## src/verlet_point_wall_pushback_unit_macros.svh

```systemverilog
// assertion macros for the verlet point wall push-back unit
`ifndef VERLET_POINT_WALL_PUSHBACK_UNIT_MACROS_SVH
`define VERLET_POINT_WALL_PUSHBACK_UNIT_MACROS_SVH
// assert a property on the rising clock, disabled in reset
`define VPW_ASSERT(label, prop, msg) \
  label: assert property (@(posedge clk) disable iff (!rst_n) prop) else $error(msg);
// assert a property on the rising clock, also in reset
`define VPW_ASSERT_ALWAYS(label, prop, msg) \
  label: assert property (@(posedge clk) prop) else $error(msg);
`endif

```

## src/vpw_ram.sv

```systemverilog
// generic single-port-write ram with registered read
`timescale 1ns / 1ps
module vpw_ram #(
  parameter int Width = 8,
  parameter int Depth = 8
) (
  input  logic                     clk,
  input  logic                     we,
  input  logic [$clog2(Depth)-1:0] waddr,
  input  logic [Width-1:0]         wdata,
  input  logic [$clog2(Depth)-1:0] raddr,
  output logic [Width-1:0]         rdata
);
  logic [Width-1:0] mem [Depth];

  // write port and registered read
  always_ff @(posedge clk) begin
    if (we) mem[waddr] <= wdata;
    rdata <= mem[raddr];
  end
endmodule

```

## config.mk

```make
export PLATFORM = sky130hd
export DESIGN_NAME = vpw_ram
export DESIGN_NICKNAME = d
export VERILOG_FILES = /design/src/verlet_point_wall_pushback_unit_macros.svh /design/src/vpw_ram.sv
export SDC_FILE = /design/constraint.sdc
export NUM_CORES = 1
export LEC_CHECK = 0
export ABC_AREA = 1
export BUFFER_PORTS_ARGS = -buffer_cell sky130_fd_sc_hd__buf_2
export CELL_PAD_IN_SITES_DETAIL_PLACEMENT = 1
export CELL_PAD_IN_SITES_GLOBAL_PLACEMENT = 2
export CORE_ASPECT_RATIO = 1.25
export CORE_MARGIN = 2
export CORE_UTILIZATION = 34
export DETAILED_ROUTE_END_ITERATION = 16
export PLACE_DENSITY = 0.82
export SYNTH_ARGS = -nofsm -noshare
export SYNTH_HDL_FRONTEND = slang
export SYNTH_SLANG_ARGS = --single-unit
```

## constraint.sdc

```tcl
create_clock -name clk -period 0.9 [get_ports clk]
set_input_delay 0.045 -clock clk [delete_from_list [all_inputs] [get_ports clk]]
set_output_delay 0.045 -clock clk [all_outputs]
set_load 0.01 [all_outputs]
```

==> results.toml, run 1 <==
[grt]
grt_pass1_wl_um = 11700
grt_pass1_vias = 2087
grt_max_degree = 17
grt_use_total_pct = 17.1
antenna_found_initial = 0
grt_overflow = 0

[timing]
clock.fmax_mhz = 1140
hold_viol_final = 0
period_needed_ns = 0.875
hold_slack_ns = 0.00373
fin_ws_ns = 0.0247
drv_slew = 0
relSlewSlack_pct = 74.4
setup_violations = 0
worstMarginPinSlew_ns = 0.384
rsz0062_at_grt = "true"
period_share_pct = 97.3
skew_ns = 0.0110

[worst_setup_path]
critPathLaunchType = "register"
crit_fanout = 1
cp-end-kind = "register"
worst_ep_required_time_ns = 1.15
crit_type = "reg2reg"
cp.arrival_ns = 1.13

[floorplan]
fp.dieW_um = 88.7
die_h_um = 110
dieArea_um2 = 9750
ios = 24
core_area_um2 = 8700
initial_core_util_pct = 35.1
rows = 38

[logic_synthesis]
synth_nets = 319
seq_area_frac_synth_pct = 68.3
synth_mux_area_share_pct = 0
ys_ff_latch = 72
synth_xor_area_share_pct = 0
synth_cell_types = 11
synth-simple-area-share_pct = 19.8
synthCells = 303
yosysWarnings = 0
netlist_area_um2 = 3050
synth_compound_area_share_pct = 0
synth_top_family_by_area = "simple AND/OR/NAND/NOR gates"
synth_fa_ha_area_share_pct = 0
syn_avg_cell_area_um2 = 10.1

[routing]
wl_met3_um = 243
routed.top_layer = "met4"
wl_met1_um = 3400
drt-initial-drc-count = 119
dr.pass1.iters = 4
wl_per_cell_um = 15.7
wl_um = 7440
route.detailed.drc = 0
vias = 2097
route.antenna.remaining_nets = 0
via_per_inst = 4.41
wl_met2_um = 3660

[cells_and_area]
final_cell_mix = "109 x nand2_1, 68 x inv_1, 64 x edfxtp_1"
syn_to_final_growth_pct = 21.1
finalNetCount = 366
antenna_cells = 0
final_layout_size_suffix_gt1_share_pct = 18.0
layout_commonest_cell = "nand2_1"

[job]
maxCapViolations = 0

[clock_network]
htree_num_levels = 3
clk_pin_slew_ns = 0.07
clockBufferDepth = 2
cts_tree = "yes"
clock_latency_ns = 0.37
post_cts_buffers = 0
root_buffer = "clkbuf_8"
cts.sinks = 72
numCtsBuffers = 9

[placed_design]
place_hpwl_um = 4990
place.port_buffers = 23
post-place-ws_ns = -0.152
globalplace.congestion = 0.733

[power_and_ir_drop]
power_mw = 7.55
vdd_drop_max_mv = 1.07
power_density_nw_per_um2 = 2040
p_leak_nw = 1.74

[worst_hold_path]
hp-class = "in2reg"

[run_status]
status = "completed"
synth_stat cells:
cell      number  area (um2)
edfxtp_1      64        1920
inv_1         68         255
nand2_1      110         413
buf_4          3        22.5
inv_4          1        6.26
dfxtp_1        8         160
buf_6          6        67.6
nor2_1         8        30.0
inv_2          1        3.75
buf_2          2        10.0
nand3_1       32         160
metrics by stage:
step / setup TNS (ns) / instance area [um2] / utilization [%] / instances
after global placement: -1.06 / 3390 / 39.0 / 455
after global routing: -0.291 / 3690 / 42.5 / 475
final: 0 / 3690 / 42.5 / 475
after CTS: 0 / 3690 / 42.4 / 475
after detailed placement: -2.50 / 3390 / 39.0 / 455
after floorplan: -0.419 / 3050 / - / 303
worst max-delay path, stage by stage, from the launching register on:
cell and delay, ns:
edfxtp_1 0.41, inv_1 0.08, nand2_1 0.05, nand3_1 0.07
nand2_1 0.05, nand2_1 0.07, nand2_1 0.05
cells by family (layout without fill, tap and decap cells):
family	count (synthesis)	count (layout)
and+or+nand+nor	150	150
buffers and inverters	81	133
DFF	72	72
layout make-up:
class	instances	area, um2
timing repair buffer	47	330
fill	1003	5010
clock buffer	11	141
tap	120	150
sequential	72	2080
inverter	70	265
clock inverter	5	104
multi-input combinational	150	621
power breakdown:
group,internal (mW),switching [mW],leakage [nW]
Clock,1.92,1.26,0.124
Sequential,3.77,0.0329,0.649
Combinational,0.206,0.362,0.967
flip-flops by register name, indices dropped and copies added, names as in the netlist:
signal / flops
mem: 64
rdata: 8
path summary, 6_finish.rpt:
kind,slack [ns],from,cells after the start,end
setup / recovery,0.02,mem[3][4],6,rdata[4]
setup reg to reg,0.02,mem[3][4],6,rdata[4]
hold / removal,0.004,wdata[3],1,mem[0][3]
hold reg to reg,0.64,mem[0][0],6,rdata[0]
metal layers:
layer  vias up  global-route usage (%)
met5         -                       0
met4         0                    8.12
met3        12                    3.53
met2        31                    26.7
met1      1028                    22.6
li1       1026                       -
repair_timing:
item,in CTS,in global routing
pin swaps,1,13
hold endpoints to repair,26,0
gates resized for setup,2,2
endpoints found under the setup margin,2,8
hold buffers,4,0
(Power assumes the default switching activity.)
==> inputs of run 2 (changes only) <==
Settings changed: SETUP_SLACK_MARGIN set to 0.05.
==> results.toml, run 2 (synthesized netlist as in run 1, its figures left out) <==
[run_status]
status = "finished, violations left"
failed_checks = "negative hold slack"

[cells_and_area]
layout_commonest_cell = "nand2_1"
final_cell_mix = "110 x nand2_1, 67 x inv_1, 64 x edfxtp_1"
finalNetCount = 367
instances_no_fill = 476
fin_util_pct = 42.3
final_layout_size_suffix_gt1_share_pct = 17.4
reg.largest.list = "mem (64), rdata (8)"
largest_reg_flops = 64
regMostFlops = "mem"
antenna_cells = 0
syn_to_final_growth_pct = 20.6

[worst_setup_path]
cp-end-kind = "register"
worst_path_max_delay_cell = "edfxtp_1"
reg2reg_slack_ns = 0.05
crit_type = "reg2reg"
reg2reg_from = "mem[6][7]"
worst_ep_required_time_ns = 1.16
cp_common_cell = "nand2_1"
cp.arrival_ns = 1.11
path_cells = "inv_1 > nand2_1 > nand3_1 > nand2_1 > nand2_1 > nand2_1"
critPathLaunchType = "register"
critPathTopFamily = "flip-flops"
ff2ff_path_depth = 6
crit_fanout = 1
rr_endpoint = "rdata[7]"
worst-path-buf-inv = 1
max_stage_delay_ns = 0.39

[floorplan]
ios = 24
core_area_um2 = 8700
fp.dieW_um = 88.7
dieArea_um2 = 9750
initial_core_util_pct = 35.1
die_h_um = 110
rows = 38

[routing]
dr.pass1.iters = 4
route.antenna.remaining_nets = 0
wl_met3_um = 193
wl_met1_um = 2960
wl_um = 6750
vias = 2088
routed.top_layer = "met4"
route.detailed.drc = 0
wl_per_cell_um = 14.2
drt-initial-drc-count = 97
via_per_inst = 4.39
wl_met2_um = 3390

[placed_design]
globalplace.congestion = 0.761
dp_cells = 454
place.port_buffers = 23
place_hpwl_um = 4730

[timing]
relSlewSlack_pct = 77.0
rsz0062_at_grt = "true"
drv_slew = 0
clock.fmax_mhz = 1170
period_share_pct = 94.8
period_needed_ns = 0.853
hold_slack_ns = -0.00536
skew_ns = 0.00687
worstMarginPinSlew_ns = 0.345
setup_violations = 0
hold_viol_final = 4

[power_and_ir_drop]
power_density_nw_per_um2 = 1930
p_leak_nw = 1.72
vdd_drop_max_mv = 1.13
power_mw = 7.11

[clock_network]
htree_num_levels = 3
clock_latency_ns = 0.35
cts_tree = "yes"
clockBufferDepth = 2
root_buffer = "clkbuf_8"
numCtsBuffers = 9
clk_pin_slew_ns = 0.08
cts.sinks = 72
post_cts_buffers = 0

[worst_hold_path]
min_from = "wdata[0]"
hold_depth = 1
min_to = "mem[0][0]"
hp-class = "in2reg"

[job]
maxCapViolations = 0

[grt]
grt_pass1_wl_um = 10900
antenna_found_initial = 0
grt_use_total_pct = 15.8
grt_overflow = 0
grt_pass1_vias = 2086
grt_max_degree = 17
## run 2: cell count changes in the layout (fill, tap and decap cells not counted), sizes merged
cell / delta
buf: -1
bufinv: -1
dlygate4sd3: +2
clkbuf: -2
clkinv: +3
## run 2: worst max path at each step
stage | from | end | slack (ns) | cells after the start
finish | mem[6][7] | rdata[7] | 0.05 | 6
global route | mem[3][6] | rdata[6] | -0.03 | 6
CTS | rdata[2] | rdata[2] | 0.04 | 1
detailed placement | we | mem[7][5] | -0.08 | 4
global placement | waddr[0] | mem[6][6] | -0.03 | 5
floorplan | waddr[0] | mem[0][0] | -0.02 | 3
## run 2: metal layers
metal  vias to the layer above  GRT usage [%]
met2                        36           25.8
met5                         -              0
met4                         0           10.4
li1                       1028              -
met3                        15           3.00
met1                      1009           18.9
## run 2: power breakdown
| part | leakage [nW] | switching (mW) | internal (mW) |
|---|---|---|---|
| logic | 0.967 | 0.350 | 0.217 |
| registers | 0.649 | 0.0323 | 3.77 |
| clock network | 0.108 | 1.21 | 1.54 |
## run 2: timing repair
action / 4_1_cts / 5_1_grt
pin swaps: 8 / 6
endpoints found under the hold margin: 40 / 0
gates resized for setup: 0 / 3
hold buffers: 6 / 0
gates cloned: 0 / 0
setup endpoints to repair: 7 / 16
## run 2: layout make-up
type | count | area, um2
fillers | 1005 | 5020
flip-flops and latches | 72 | 2080
multi-input cells | 150 | 608
repair buffers | 48 | 362
inverters | 70 | 265
well taps | 120 | 150
clock buffers | 9 | 124
clock inverters | 7 | 86.3
## run 2: metrics by stage
stage / instance area [um2] / setup slack, ns / TNS, ns
CTS: 3670 / 0.0359 / 0
global placement: 3400 / -0.0271 / -0.325
floorplan: 3060 / -0.0199 / -0.562
finish: 3680 / 0.0466 / 0
global route: 3680 / -0.0308 / -0.130
detailed placement: 3400 / -0.0752 / -2.04
==> inputs of run 3 (changes only) <==
Settings changed: CORE_UTILIZATION 34 to 41, PLACE_DENSITY 0.82 to 0.91.
Clock period 0.9 ns to 1.1 ns, I/O delays scaled along.
==> results.toml, run 3 (synthesized netlist as in run 1, its figures left out) <==
[run_status]
status = "completed"

[cells_and_area]
largest_reg_flops = 64
regMostFlops = "mem"
layout_commonest_cell = "nand2_1"
finalNetCount = 358
fin_area_um2 = 3510
syn_to_final_growth_pct = 15.0
antenna_cells = 0
reg.largest.list = "mem (64), rdata (8)"
final_layout_size_suffix_gt1_share_pct = 15.0
instances_no_fill = 439
final_cell_mix = "110 x nand2_1, 68 x inv_1, 64 x edfxtp_1"

[worst_setup_path]
critPathLaunchType = "register"
cp.arrival_ns = 1.09
cp_common_cell = "nand2_1"
crit_fanout = 1
crit_type = "reg2reg"
max_stage_delay_ns = 0.36
cp-end-kind = "register"
path_cells = "inv_1 > nand2_1 > nand3_1 > nand2_1 > nand2_1 > nand2_1"
worst_path_max_delay_cell = "edfxtp_1"
worst-path-buf-inv = 1
worst_ep_required_time_ns = 1.32
critPathTopFamily = "flip-flops"

[grt]
antenna_found_initial = 0
grt_use_met3_pct = 3.24
grt_overflow = 0
grt_pass1_wl_um = 10300
grt_use_met2_pct = 32.0
grt_max_degree = 33
grt_use_total_pct = 17.6
grtUsageMet1_pct = 19.9
grt_pass1_vias = 2055
grt_busiest_layer = "met2"

[placed_design]
place_hpwl_um = 4190
dp_cells = 419
globalplace.congestion = 0.757
post-place-ws_ns = 0.122
place.port_buffers = 23
place_area_um2 = 3270

[power_and_ir_drop]
p_leak_nw = 1.65
power_density_nw_per_um2 = 1590
vdd_drop_max_mv = 0.651

[clock_network]
clk_pin_slew_ns = 0.07
htree_num_levels = 3
clockBufferDepth = 2
post_cts_buffers = 0
root_buffer = "clkbuf_8"
numCtsBuffers = 9
clock_latency_ns = 0.33
cts.sinks = 72
cts_tree = "yes"

[routing]
drt-initial-drc-count = 104
via_per_inst = 4.64
wl_per_cell_um = 14.8
route.antenna.remaining_nets = 0
wl_um = 6490
dr.pass1.iters = 5
vias = 2038
route.detailed.drc = 0

[timing]
setup_violations = 0
fin_ws_ns = 0.232
hold_viol_final = 0
rsz0062_at_grt = "false"
period_needed_ns = 0.868
clock.fmax_mhz = 1150
skew_ns = 0.00596
drv_slew = 0
period_share_pct = 78.9
worstMarginPinSlew_ns = 0.357
relSlewSlack_pct = 76.2
setup_tns_ns = 0

[floorplan]
ios = 24
dieArea_um2 = 8150
core_area_um2 = 7310
initial_core_util_pct = 41.7
fp.dieW_um = 81.2
rows = 35
die_h_um = 100

[job]
maxCapViolations = 0

[worst_hold_path]
hp-class = "in2reg"
[run 3: changes by cell type in the layout (fill, tap and decap cells not counted), moves of 2 or more]
cell | previous run | this run
dlygate4sd3_1 | 6 | 4
clkinvlp_4 | 0 | 2
nor2_1 | 6 | 8
buf_12 | 3 | 0
buf_4 | 16 | 12
nor2_2 | 2 | 0
[run 3: path summary, 6_finish.rpt]
kind         slack [ns]       from         to  depth (start not counted)
max                0.23  mem[4][4]   rdata[4]                          6
min                0.01   wdata[3]  mem[7][3]                          1
max reg2reg        0.23  mem[4][4]   rdata[4]                          6
min reg2reg        0.64  mem[5][5]   rdata[5]                          6
[run 3: report_power, final]
part / internal [mW] / leakage, nW / switching (mW)
combinational: 0.146 / 0.909 / 0.276
clock: 1.09 / 0.0957 / 0.963
sequential: 3.08 / 0.649 / 0.0254
[run 3: metrics by stage]
stage	power [mW]	utilization (%)	hold WS, ns
final	5.59	48.0	0.0130
after global routing	5.81	48.0	0.00939
after CTS	5.65	48.0	0.00984
after detailed placement	3.59	44.7	0.337
after global placement	3.57	44.7	0.328
after floorplan	3.43	-	0.154
[run 3: per-layer routing]
layer,wire (um),up-vias
met2,3520,28
met5,0,-
met4,133,0
met1,2700,992
li1,-,1009
met3,127,9
[run 3: layout make-up]
class	instances	area (um2)
repair buffers	39	245
well taps	92	115
fillers	829	3810
clock inverters	6	58.8
inverters	70	265
flip-flops and latches	72	2080
multi-input cells	150	603
clock buffers	10	138
[run 3: what timing repair did]
item	in CTS	in global routing
gates resized for setup	0	0
endpoints found under the hold margin	29	0
hold buffers	4	0
